==> src/rtl/bpt_pkg.sv <==
// ----------------------------------------------------------------------------
// bpt_pkg
// Shared types, codes and sizes of the beacon presence table.
// ----------------------------------------------------------------------------
`default_nettype none

package bpt_pkg;

	// table geometry
	localparam int TABLE_DEPTH = 16;
	localparam int MAX_RESULTS = 16;
	localparam int IDX_W       = $clog2(TABLE_DEPTH);
	localparam int CNT_W       = $clog2(TABLE_DEPTH + 1);
	localparam int NRES_W      = $clog2(MAX_RESULTS + 1);

	// configuration port
	localparam int PADDR_W = 3;
	localparam int PDATA_W = 32;
	localparam logic [PADDR_W-3:0] REG_PRESENCE_TIMEOUT = '0;
	localparam logic [31:0] PRESENCE_TIMEOUT_RST = 32'd1000;

	// input item kinds
	typedef enum logic [1:0] {
		KIND_UPDATE = 2'd0,
		KIND_TRACK  = 2'd1,
		KIND_TICK   = 2'd2,
		KIND_NONE   = 2'd3
	} kind_t;

	// presence of a table entry
	typedef enum logic [1:0] {
		PRES_MISSING = 2'd0,
		PRES_PRESENT = 2'd1,
		PRES_LOST    = 2'd2
	} pres_t;

	// result status codes
	typedef enum logic [1:0] {
		STATUS_PRESENT = 2'd0,
		STATUS_LOST    = 2'd1,
		STATUS_FULL    = 2'd2
	} status_t;

	// one table entry
	typedef struct packed {
		logic [31:0] key;
		logic [15:0] meas_dist;
		logic [31:0] tstamp;
		pres_t       pres;
		logic        tracked;
	} entry_t;

	// one result item
	typedef struct packed {
		status_t     status;
		logic [15:0] major;
		logic [15:0] minor;
		logic [15:0] meas_dist;
		logic [31:0] tstamp;
		logic        last;
	} res_t;

	// controller to datapath
	typedef struct packed {
		logic load;
		logic rd_en;
		logic inc_idx;
		logic wr_update;
		logic wr_insert;
		logic wr_lost;
		logic push_pend;
		logic emit_present;
		logic emit_full;
		logic flush_pend;
	} cmd_t;

	// datapath to controller
	typedef struct packed {
		kind_t kind;
		logic  at_end;
		logic  full;
		logic  key_match;
		logic  expire;
		logic  tracked;
		logic  report_ok;
		logic  pend_valid;
		logic  out_free;
	} sts_t;

endpackage

`default_nettype wire

==> src/rtl/bpt_ctrl.sv <==
// ----------------------------------------------------------------------------
// bpt_ctrl
// Sequencer for lookup, insert and aging sweeps over the beacon table.
// ----------------------------------------------------------------------------
`default_nettype none

module bpt_ctrl import bpt_pkg::*; (
	input  wire logic clk,
	input  wire logic arst_n,
	input  wire logic in_valid,
	input  wire sts_t sts,
	output cmd_t      cmd,
	output logic      idle
);

	typedef enum logic [4:0] {
		ST_IDLE   = 5'b00001,
		ST_READ   = 5'b00010,
		ST_EVAL   = 5'b00100,
		ST_INSERT = 5'b01000,
		ST_FLUSH  = 5'b10000
	} state_t;

	state_t state_q, state_d;

	// state register
	always_ff @(posedge clk or negedge arst_n) begin
		if (!arst_n) begin
			state_q <= ST_IDLE;
		end else begin
			state_q <= state_d;
		end
	end

	assign idle = (state_q == ST_IDLE);

	// next state and commands
	always_comb begin
		state_d = state_q;
		cmd     = '0;
		case (state_q)
			ST_IDLE: begin
				if (in_valid) begin
					cmd.load = 1'b1;
					state_d  = ST_READ;
				end
			end
			ST_READ: begin
				if (sts.kind == KIND_NONE) begin
					state_d = ST_IDLE;
				end else if (sts.at_end) begin
					state_d = (sts.kind == KIND_TICK) ? ST_FLUSH : ST_INSERT;
				end else begin
					cmd.rd_en = 1'b1;
					state_d   = ST_EVAL;
				end
			end
			ST_EVAL: begin
				if (sts.kind == KIND_TICK) begin
					// aging check of one entry
					if (sts.expire && sts.report_ok) begin
						if (!sts.pend_valid || sts.out_free) begin
							cmd.wr_lost   = 1'b1;
							cmd.push_pend = 1'b1;
							cmd.inc_idx   = 1'b1;
							state_d       = ST_READ;
						end
					end else begin
						cmd.wr_lost = sts.expire;
						cmd.inc_idx = 1'b1;
						state_d     = ST_READ;
					end
				end else if (sts.key_match) begin
					// found: merge item into entry, report tracked updates
					if (sts.kind == KIND_UPDATE && sts.tracked) begin
						if (sts.out_free) begin
							cmd.wr_update    = 1'b1;
							cmd.emit_present = 1'b1;
							state_d          = ST_IDLE;
						end
					end else begin
						cmd.wr_update = 1'b1;
						state_d       = ST_IDLE;
					end
				end else begin
					cmd.inc_idx = 1'b1;
					state_d     = ST_READ;
				end
			end
			ST_INSERT: begin
				if (sts.full) begin
					if (sts.out_free) begin
						cmd.emit_full = 1'b1;
						state_d       = ST_IDLE;
					end
				end else begin
					cmd.wr_insert = 1'b1;
					state_d       = ST_IDLE;
				end
			end
			ST_FLUSH: begin
				if (!sts.pend_valid) begin
					state_d = ST_IDLE;
				end else if (sts.out_free) begin
					cmd.flush_pend = 1'b1;
					state_d        = ST_IDLE;
				end
			end
			default: begin
				state_d = ST_IDLE;
			end
		endcase
	end

endmodule

`default_nettype wire

==> src/rtl/bpt_datapath.sv <==
// ----------------------------------------------------------------------------
// bpt_datapath
// Entry memory, scan counters, age compare and the result registers.
// ----------------------------------------------------------------------------
`default_nettype none

module bpt_datapath import bpt_pkg::*; (
	input  wire logic        clk,
	input  wire logic        arst_n,
	input  wire cmd_t        cmd,
	output sts_t             sts,
	input  wire logic [31:0] timeout,
	input  wire logic [1:0]  kind,
	input  wire logic [15:0] beacon_major,
	input  wire logic [15:0] beacon_minor,
	input  wire logic [15:0] distance,
	input  wire logic [31:0] time_now,
	output res_t             res,
	output logic             res_valid,
	input  wire logic        res_stall
);

	entry_t            mem [TABLE_DEPTH];
	entry_t            rdata_q;
	kind_t             kind_q;
	logic [31:0]       key_q;
	logic [15:0]       dist_q;
	logic [31:0]       time_q;
	logic [CNT_W-1:0]  idx_q;
	logic [CNT_W-1:0]  count_q;
	logic [NRES_W-1:0] nres_q;
	res_t              pend_q;
	logic              pend_valid_q;
	res_t              out_q;
	logic              out_valid_q;

	logic              mem_we;
	logic [IDX_W-1:0]  mem_waddr;
	entry_t            mem_wdata;
	entry_t            fresh;
	entry_t            merged;
	logic [31:0]       age;
	logic              out_free;
	logic              out_load;
	res_t              out_next;
	res_t              lost_res;
	res_t              present_res;
	res_t              full_res;

	// item capture
	always_ff @(posedge clk) begin
		if (cmd.load) begin
			kind_q <= kind_t'(kind);
			key_q  <= {beacon_major, beacon_minor};
			dist_q <= distance;
			time_q <= time_now;
		end
	end

	// new entry as left by the item
	always_comb begin
		fresh.key       = key_q;
		fresh.meas_dist = (kind_q == KIND_UPDATE) ? dist_q : 16'd0;
		fresh.tstamp    = (kind_q == KIND_UPDATE) ? time_q : 32'd0;
		fresh.pres      = (kind_q == KIND_UPDATE) ? PRES_PRESENT : PRES_MISSING;
		fresh.tracked   = (kind_q == KIND_TRACK);
	end

	// existing entry merged with the item
	always_comb begin
		merged = rdata_q;
		if (kind_q == KIND_UPDATE) begin
			merged.meas_dist = dist_q;
			merged.tstamp    = time_q;
			merged.pres      = PRES_PRESENT;
		end else begin
			merged.tracked = 1'b1;
		end
	end

	// write port select
	always_comb begin
		mem_we    = cmd.wr_insert | cmd.wr_update | cmd.wr_lost;
		mem_waddr = idx_q[IDX_W-1:0];
		mem_wdata = merged;
		if (cmd.wr_insert) begin
			mem_waddr = count_q[IDX_W-1:0];
			mem_wdata = fresh;
		end else if (cmd.wr_lost) begin
			mem_wdata      = rdata_q;
			mem_wdata.pres = PRES_LOST;
		end
	end

	// entry memory, registered read
	always_ff @(posedge clk) begin
		if (mem_we) begin
			mem[mem_waddr] <= mem_wdata;
		end
		if (cmd.rd_en) begin
			rdata_q <= mem[idx_q[IDX_W-1:0]];
		end
	end

	// scan index, fill count and result count
	always_ff @(posedge clk or negedge arst_n) begin
		if (!arst_n) begin
			idx_q   <= '0;
			count_q <= '0;
			nres_q  <= '0;
		end else begin
			if (cmd.load) begin
				idx_q  <= '0;
				nres_q <= '0;
			end else begin
				if (cmd.inc_idx) begin
					idx_q <= idx_q + CNT_W'(1);
				end
				if (cmd.push_pend) begin
					nres_q <= nres_q + NRES_W'(1);
				end
			end
			if (cmd.wr_insert) begin
				count_q <= count_q + CNT_W'(1);
			end
		end
	end

	// candidate results
	assign age = time_q - rdata_q.tstamp;

	always_comb begin
		lost_res.status    = STATUS_LOST;
		lost_res.major     = rdata_q.key[31:16];
		lost_res.minor     = rdata_q.key[15:0];
		lost_res.meas_dist = rdata_q.meas_dist;
		lost_res.tstamp    = rdata_q.tstamp;
		lost_res.last      = 1'b0;

		present_res.status    = STATUS_PRESENT;
		present_res.major     = key_q[31:16];
		present_res.minor     = key_q[15:0];
		present_res.meas_dist = dist_q;
		present_res.tstamp    = time_q;
		present_res.last      = 1'b1;

		full_res.status    = STATUS_FULL;
		full_res.major     = key_q[31:16];
		full_res.minor     = key_q[15:0];
		full_res.meas_dist = (kind_q == KIND_UPDATE) ? dist_q : 16'd0;
		full_res.tstamp    = (kind_q == KIND_UPDATE) ? time_q : 32'd0;
		full_res.last      = 1'b1;
	end

	// pending lost report, held until the sweep knows which one is final
	always_ff @(posedge clk) begin
		if (cmd.push_pend) begin
			pend_q <= lost_res;
		end
	end

	always_ff @(posedge clk or negedge arst_n) begin
		if (!arst_n) begin
			pend_valid_q <= 1'b0;
		end else if (cmd.push_pend) begin
			pend_valid_q <= 1'b1;
		end else if (cmd.flush_pend) begin
			pend_valid_q <= 1'b0;
		end
	end

	// output register
	assign out_free = !out_valid_q || !res_stall;
	assign out_load = cmd.emit_present | cmd.emit_full | cmd.flush_pend |
		(cmd.push_pend & pend_valid_q);

	always_comb begin
		out_next      = pend_q;
		out_next.last = cmd.flush_pend;
		if (cmd.emit_present) begin
			out_next = present_res;
		end else if (cmd.emit_full) begin
			out_next = full_res;
		end
	end

	always_ff @(posedge clk) begin
		if (out_load) begin
			out_q <= out_next;
		end
	end

	always_ff @(posedge clk or negedge arst_n) begin
		if (!arst_n) begin
			out_valid_q <= 1'b0;
		end else if (out_load) begin
			out_valid_q <= 1'b1;
		end else if (!res_stall) begin
			out_valid_q <= 1'b0;
		end
	end

	assign res       = out_q;
	assign res_valid = out_valid_q;

	// status to controller
	always_comb begin
		sts.kind       = kind_q;
		sts.at_end     = (idx_q == count_q);
		sts.full       = (count_q == CNT_W'(TABLE_DEPTH));
		sts.key_match  = (rdata_q.key == key_q);
		sts.expire     = (rdata_q.pres == PRES_PRESENT) && (age > timeout);
		sts.tracked    = rdata_q.tracked;
		sts.report_ok  = rdata_q.tracked && (nres_q < NRES_W'(MAX_RESULTS));
		sts.pend_valid = pend_valid_q;
		sts.out_free   = out_free;
	end

endmodule

`default_nettype wire

==> src/rtl/beacon_presence_table.sv <==
// ----------------------------------------------------------------------------
// beacon_presence_table
// Associative beacon table with update, tracking and timeout aging.
//
//   channel  direction  handshake             payload
//   item     in         in_valid / in_stall   kind, beacon_major, beacon_minor,
//                                             distance, time_now
//   result   out        out_valid / out_stall status, out_major, out_minor,
//                                             out_distance, out_time, last
//   config   in         apb (psel, penable)   presence_timeout at address 0
//
// An item is accepted only when the sequencer is idle and visits the stored
// entries one after another, each read and then evaluated; the sequential
// scan through the entry memory sets how long it keeps the input closed.
// A tick visits every stored entry.
// Reset empties the table and loads presence_timeout with 1000.
// A stalled result holds the sequencer only when a further result is due.
// ----------------------------------------------------------------------------
`default_nettype none

module beacon_presence_table import bpt_pkg::*; (
	input  wire logic               clk,
	input  wire logic               arst_n,
	// item input
	input  wire logic               in_valid,
	output logic                    in_stall,
	input  wire logic [1:0]         kind,
	input  wire logic [15:0]        beacon_major,
	input  wire logic [15:0]        beacon_minor,
	input  wire logic [15:0]        distance,
	input  wire logic [31:0]        time_now,
	// result output
	output logic                    out_valid,
	input  wire logic               out_stall,
	output logic [1:0]              status,
	output logic [15:0]             out_major,
	output logic [15:0]             out_minor,
	output logic [15:0]             out_distance,
	output logic [31:0]             out_time,
	output logic                    last,
	// configuration
	input  wire logic               psel,
	input  wire logic               penable,
	input  wire logic               pwrite,
	input  wire logic [PADDR_W-1:0] paddr,
	input  wire logic [PDATA_W-1:0] pwdata,
	output logic [PDATA_W-1:0]      prdata,
	output logic                    pready
);

	logic [31:0] timeout_q;
	logic        cfg_sel;
	cmd_t        cmd;
	sts_t        sts;
	res_t        res;
	logic        idle;

	// configuration register
	assign pready  = 1'b1;
	assign cfg_sel = (paddr[PADDR_W-1:2] == REG_PRESENCE_TIMEOUT);

	always_ff @(posedge clk or negedge arst_n) begin
		if (!arst_n) begin
			timeout_q <= PRESENCE_TIMEOUT_RST;
		end else if (psel && penable && pwrite && pready && cfg_sel) begin
			timeout_q <= pwdata;
		end
	end

	assign prdata = cfg_sel ? timeout_q : '0;

	// sequencer
	bpt_ctrl u_ctrl (
		.clk      (clk),
		.arst_n   (arst_n),
		.in_valid (in_valid),
		.sts      (sts),
		.cmd      (cmd),
		.idle     (idle)
	);

	// table and result path
	bpt_datapath u_dp (
		.clk          (clk),
		.arst_n       (arst_n),
		.cmd          (cmd),
		.sts          (sts),
		.timeout      (timeout_q),
		.kind         (kind),
		.beacon_major (beacon_major),
		.beacon_minor (beacon_minor),
		.distance     (distance),
		.time_now     (time_now),
		.res          (res),
		.res_valid    (out_valid),
		.res_stall    (out_stall)
	);

	assign in_stall     = !idle;
	assign status       = res.status;
	assign out_major    = res.major;
	assign out_minor    = res.minor;
	assign out_distance = res.meas_dist;
	assign out_time     = res.tstamp;
	assign last         = res.last;

endmodule

`default_nettype wire

==> config.mk <==
export PLATFORM = sky130hd
export DESIGN_NAME = beacon_presence_table
export DESIGN_NICKNAME = d
export VERILOG_FILES = /design/src/rtl/bpt_pkg.sv /design/src/rtl/bpt_ctrl.sv /design/src/rtl/bpt_datapath.sv /design/src/rtl/beacon_presence_table.sv
export SDC_FILE = /design/constraint.sdc
export NUM_CORES = 2
export LEC_CHECK = 0
export BUFFER_PORTS_ARGS = -buffer_cell sky130_fd_sc_hd__clkbuf_2
export CAP_MARGIN = 20
export CORE_ASPECT_RATIO = 1.1
export CORE_MARGIN = 3
export CORE_UTILIZATION = 55
export CTS_BUF_LIST = sky130_fd_sc_hd__clkbuf_8
export CTS_CLUSTER_SIZE = 40
export DETAILED_ROUTE_END_ITERATION = 10
export GPL_ROUTABILITY_DRIVEN = 0
export PLACE_DENSITY = 0.74
export REMOVE_ABC_BUFFERS = 1
export SKIP_LAST_GASP = 1
export SLEW_MARGIN = 25
export SYNTH_ARGS = -nofsm -noshare
export SYNTH_HDL_FRONTEND = slang
export SYNTH_SLANG_ARGS = --single-unit
==> constraint.sdc <==
create_clock -name clk -period 12.3 [get_ports clk]
set_input_delay 1.23 -clock clk [delete_from_list [all_inputs] [get_ports clk]]
set_output_delay 1.23 -clock clk [all_outputs]
set_load 0.05 [all_outputs]
==> impl_metrics.xml <==
<?xml version="1.0" encoding="UTF-8"?>
<metrics>
  <group name="min_path">
    <metric name="hp-class" unit="">flop to flop</metric>
    <metric name="min_from" unit="">u_dp.lost_res[18]</metric>
  </group>
  <group name="setup_path">
    <metric name="critical_path.max_stage_delay" unit="ns">0.77</metric>
    <metric name="rr_worst_depth" unit="">21</metric>
    <metric name="endpoint_of_the_worst_slack_reg_to_reg_timing_path" unit="">u_dp.mem[4][44]</metric>
    <metric name="critical_path_buffers_and_inverters" unit="">2</metric>
    <metric name="timing.reg2reg.setup_slack" unit="ns">4.79</metric>
    <metric name="instance_count_on_the_critical_path" unit="">21</metric>
    <metric name="critical_path.slowest_cell" unit="">sky130_fd_sc_hd__buf_4</metric>
    <metric name="cp-start-kind" unit="">flop</metric>
    <metric name="cp_max_fo" unit="">38</metric>
    <metric name="worst-endpoint-required" unit="ns">12.82</metric>
    <metric name="cp-end-kind" unit="">flop</metric>
    <metric name="cp.arrival" unit="ns">8.03</metric>
    <metric name="setup.worst_path.start" unit="">u_dp.time_q[12]</metric>
    <metric name="r2r_start" unit="">u_dp.time_q[12]</metric>
    <metric name="worstSetupPathType" unit="">flop to flop</metric>
    <metric name="cpLargestDelayFamily" unit="">compound AO/OA/AOI/OAI gates</metric>
    <metric name="crit_path_end" unit="">u_dp.mem[4][44]</metric>
    <metric name="path_cells" unit="">ha_1, nand4_1, or3_1, nor3_1, a22oi_1, a211oi_1, o21ai_1, o2111ai_1, a21oi_1, xnor2_1, ha_1, nand4_1, or3_1, nor2_2, a21boi_2, a2111oi_4, a211oi_2, a21boi_4, nor3_2, buf_4, buf_4</metric>
  </group>
  <group name="logic_synthesis">
    <metric name="number_of_synthesized_flops_with_an_enable_pin" unit="">1656</metric>
    <metric name="netlist-cell-type-count" unit="">71</metric>
    <metric name="synth.yosys.warnings" unit="">0</metric>
    <metric name="netlist_instances" unit="">3210</metric>
    <metric name="postSynth.asyncResetShare" unit="%">3.16</metric>
    <metric name="syn-mean-instance-area" unit="sq um">20.9</metric>
    <metric name="postSynth.topFlopCell" unit="">sky130_fd_sc_hd__edfxtp_1</metric>
    <metric name="flop_and_latch_count_out_of_synthesis" unit="">1710</metric>
    <metric name="synth.cell_area" unit="sq mm">0.0671</metric>
    <metric name="ys_seq_area_share" unit="%">76.1</metric>
  </group>
  <group name="routing">
    <metric name="route.final.wire_length" unit="um">154000</metric>
    <metric name="drc" unit="">0</metric>
    <metric name="detailedRoute.firstIterationViolations" unit="">4016</metric>
    <metric name="average_detailed_routed_wire_length_per_instance" unit="um">27.9</metric>
    <metric name="drt_pre_antenna_iters" unit="">5</metric>
    <metric name="via_total_after_detailed_routing" unit="">33700</metric>
    <metric name="route.antenna.remaining_nets" unit="">0</metric>
    <metric name="viasPerCell" unit="">6.12</metric>
  </group>
  <group name="finish">
    <metric name="final_common_cell" unit="">sky130_fd_sc_hd__edfxtp_1</metric>
    <metric name="layout.cells.most_common_list" unit="">sky130_fd_sc_hd__edfxtp_1, sky130_fd_sc_hd__mux4_2, sky130_fd_sc_hd__clkbuf_8</metric>
    <metric name="design.final.nets" unit="">3898</metric>
    <metric name="fraction_of_layout_instances_using_a_drive_strength_above_1" unit="%">30.8</metric>
    <metric name="layout-area-overhead-vs-synth" unit="%">13.0</metric>
    <metric name="layout.cell_area.non_filler" unit="sq mm">0.0758</metric>
  </group>
  <group name="global_route">
    <metric name="globalRouteMet1Util" unit="%">34.5</metric>
    <metric name="groute.usage.overall" unit="%">24.6</metric>
    <metric name="grt_use_met3" unit="%">5.09</metric>
    <metric name="globalRouteOverflowTotal" unit="">0</metric>
    <metric name="groute.layer.met2.usage" unit="%">39.7</metric>
    <metric name="first_global_vias" unit="">34900</metric>
    <metric name="antenna_found_initial" unit="">3</metric>
    <metric name="global_route.peak_usage_layer" unit="">met2</metric>
    <metric name="largest_net_degree_at_the_start_of_global_routing" unit="">144</metric>
    <metric name="first_pass_grt_wire_length" unit="um">227000</metric>
  </group>
  <group name="power_and_ir_drop">
    <metric name="vdd_ir_drop_max" unit="mV">0.100</metric>
    <metric name="power-per-cell-area" unit="mW/mm^2">174</metric>
    <metric name="power.static_leakage" unit="nW">25.1</metric>
  </group>
  <group name="clock_network">
    <metric name="worst_setup_hold_path_clk_slew" unit="ns">0.06</metric>
    <metric name="ctsLongestPathBuffers" unit="">4</metric>
    <metric name="clock_latency" unit="ns">0.96</metric>
    <metric name="cts_tree" unit="">done</metric>
    <metric name="cts_buffers" unit="">284</metric>
    <metric name="post-cts-setup-buffers" unit="">0</metric>
    <metric name="hold_buffers" unit="">0</metric>
    <metric name="htree_levels" unit="">5</metric>
    <metric name="cts.sink_count" unit="">1710</metric>
    <metric name="cts-root-buf" unit="">sky130_fd_sc_hd__clkbuf_8</metric>
    <metric name="post_cts_resize_count" unit="">0</metric>
  </group>
  <group name="die">
    <metric name="rows" unit="">133</metric>
    <metric name="core_footprint" unit="sq mm">0.120</metric>
    <metric name="floorplan.io_pins" unit="">242</metric>
    <metric name="chipHeight" unit="um">372</metric>
    <metric name="die_area" unit="sq mm">0.126</metric>
    <metric name="initial_utilization" unit="%">55.8</metric>
    <metric name="die_w" unit="um">339</metric>
  </group>
  <group name="timing">
    <metric name="worst_setup_skew_after_layout" unit="ns">0.0790</metric>
    <metric name="finalHoldViolations" unit="">0</metric>
    <metric name="setup_repair_after_global_routing_missed_its_margin" unit="">false</metric>
    <metric name="max-slew-margin-rel" unit="%">27.6</metric>
    <metric name="period_minus_slack" unit="ns">7.51</metric>
    <metric name="report.final.setup_viol" unit="">0</metric>
    <metric name="timing_worst_slew_pin_value" unit="ns">1.09</metric>
    <metric name="timing.final.crit_share" unit="%">61.1</metric>
    <metric name="finalSetupTns" unit="ns">0</metric>
    <metric name="slew_viol_final" unit="">0</metric>
    <metric name="max_freq" unit="MHz">133</metric>
    <metric name="finalWorstSetupSlack" unit="ns">4.79</metric>
  </group>
  <group name="placement">
    <metric name="post-place-ws" unit="ns">4.82</metric>
    <metric name="area_after_dpl" unit="sq mm">0.0708</metric>
    <metric name="place.detailed.hpwl" unit="um">83400</metric>
    <metric name="numPortBuffers" unit="">238</metric>
  </group>
  <group name="run_status">
    <metric name="status" unit="">finished, final reports clean</metric>
  </group>
  <group name="run">
    <metric name="drv_cap" unit="">0</metric>
  </group>
</metrics>
[per-stage QoR]
step | util [%] | power, mW | hold slack [ns] | instances
after floorplan | - | 8.59 | 0.426 | 3057
after global placement | 58.9 | 8.76 | 0.429 | 5039
after detailed placement | 58.9 | 8.82 | 0.433 | 5039
after CTS | 63.0 | 13.3 | 0.361 | 5510
after global routing | 63.0 | 13.7 | 0.394 | 5513
final | 63.0 | 13.2 | 0.435 | 5513
[worst min-delay path by stage]
| stage | endpoint | slack, ns | cells after the start |
|---|---|---|---|
| CTS | u_dp.dist_q[0] | 0.36 | 1 |
| detailed placement | u_dp.pend_q[15] | 0.43 | 0 |
| global placement | u_dp.pend_q[47] | 0.43 | 0 |
| finish | u_dp.pend_q[18] | 0.44 | 0 |
| global route | u_dp.dist_q[0] | 0.39 | 1 |
| floorplan | u_dp.pend_q[33] | 0.43 | 0 |
[flip-flops by register name (all words and copies together), names as in the netlist]
| name | cells |
|---|---|
| u_dp.rdata_q | 2 |
| u_dp.res | 83 |
| u_dp.kind_q | 2 |
| u_dp.res_valid | 1 |
| timeout_q | 32 |
| u_dp.idx_q | 5 |
| u_dp.lost_res | 80 |
| u_dp.key_q | 32 |
| u_dp.pend_q | 80 |
| u_dp.pend_valid_q | 1 |
| u_dp.time_q | 32 |
| u_dp.mem | 1328 |
| u_ctrl.state_q | 5 |
| u_dp.count_q | 5 |
| u_dp.nres_q | 5 |
| u_dp.dist_q | 16 |
| u_dp.sts | 1 |
[cells in the mapped netlist (all sizes together), types with 2 or more instances]
cell / n / area share, %
xnor2: 55 / 0.72
dfstp: 7 / 0.27
and4: 2 / 0.026
mux2: 65 / 1.1
nor3: 31 / 0.23
nor4: 2 / 0.019
and2: 8 / 0.075
buf: 56 / 0.39
mux2i: 5 / 0.075
ha: 67 / 1.2
nand3: 27 / 0.20
o31a: 2 / 0.026
a22o: 48 / 0.63
nand2b: 10 / 0.093
and3: 2 / 0.019
xor2: 11 / 0.14
or4: 2 / 0.022
a41oi: 2 / 0.026
o2111ai: 4 / 0.052
or3: 4 / 0.037
o21a: 6 / 0.067
nand3b: 4 / 0.045
o211ai: 3 / 0.034
a21o: 23 / 0.26
dfrtp: 47 / 1.8
a211oi: 5 / 0.089
o21ai: 56 / 0.42
nand4: 15 / 0.14
or2: 2 / 0.019
edfxtp: 1656 / 74
o22ai: 2 / 0.019
a21oi: 44 / 0.33
inv: 84 / 0.47
a31oi: 10 / 0.093
nor3b: 2 / 0.022
nand2: 201 / 1.1
nor2: 61 / 0.34
o21bai: 4 / 0.045
clkbuf: 97 / 0.54
nor2b: 7 / 0.065
a21boi: 2 / 0.034
mux4: 415 / 14
o31ai: 35 / 0.39
a221o: 2 / 0.030
[metal layers]
layer  up-vias  wire (um)
li1      14200          -
met1     17600      60800
met2      1714      76000
met3       239      13600
met4         0       3090
met5         -          0
[worst reg2reg max path: cells and delay by family (launching register included)]
family                     cells  cell delay [ns]
adders and majority gates      2             0.85
AOI/OAI and AO/OA              9             2.37
buffers and inverters          2             1.55
xor gates and xnor gates       1             0.14
DFF                            1             0.42
and+or+nand+nor                7             1.77
[area by class of cell]
| cell class | count | area, sq um |
|---|---|---|
| Tap cell | 1620 | 2030 |
| Inverter | 85 | 327 |
| Clock buffer | 294 | 4050 |
| Clock inverter | 177 | 920 |
| Multi-Input combinational cell | 1262 | 15200 |
| Antenna cell | 2 | 5.00 |
| Sequential cell | 1710 | 51100 |
| Fill cell | 8105 | 44500 |
| Timing Repair Buffer | 363 | 2170 |
[where the power goes]
part | switching (mW) | leakage, nW | internal (mW)
registers | 0.126 | 15.6 | 6.78
logic | 1.04 | 6.67 | 0.748
clock network | 2.12 | 2.83 | 2.35
[cell families (layout without fill, tap and decap cells)]
logic type | after synthesis | after routing | synth area share [%]
XOR/XNOR | 66 | 66 | 0.861
other | 1 | 3 | 0.00559
AND/OR/NAND/NOR | 383 | 383 | 2.52
flip-flops | 1710 | 1710 | 76.1
multiplexers | 485 | 485 | 15.1
adder cells (fa/ha/maj) | 68 | 68 | 1.28
AO/OA/AOI/OAI | 259 | 259 | 2.72
buffers and inverters | 238 | 919 | 1.41
Power figures use the tool's default switching activity.
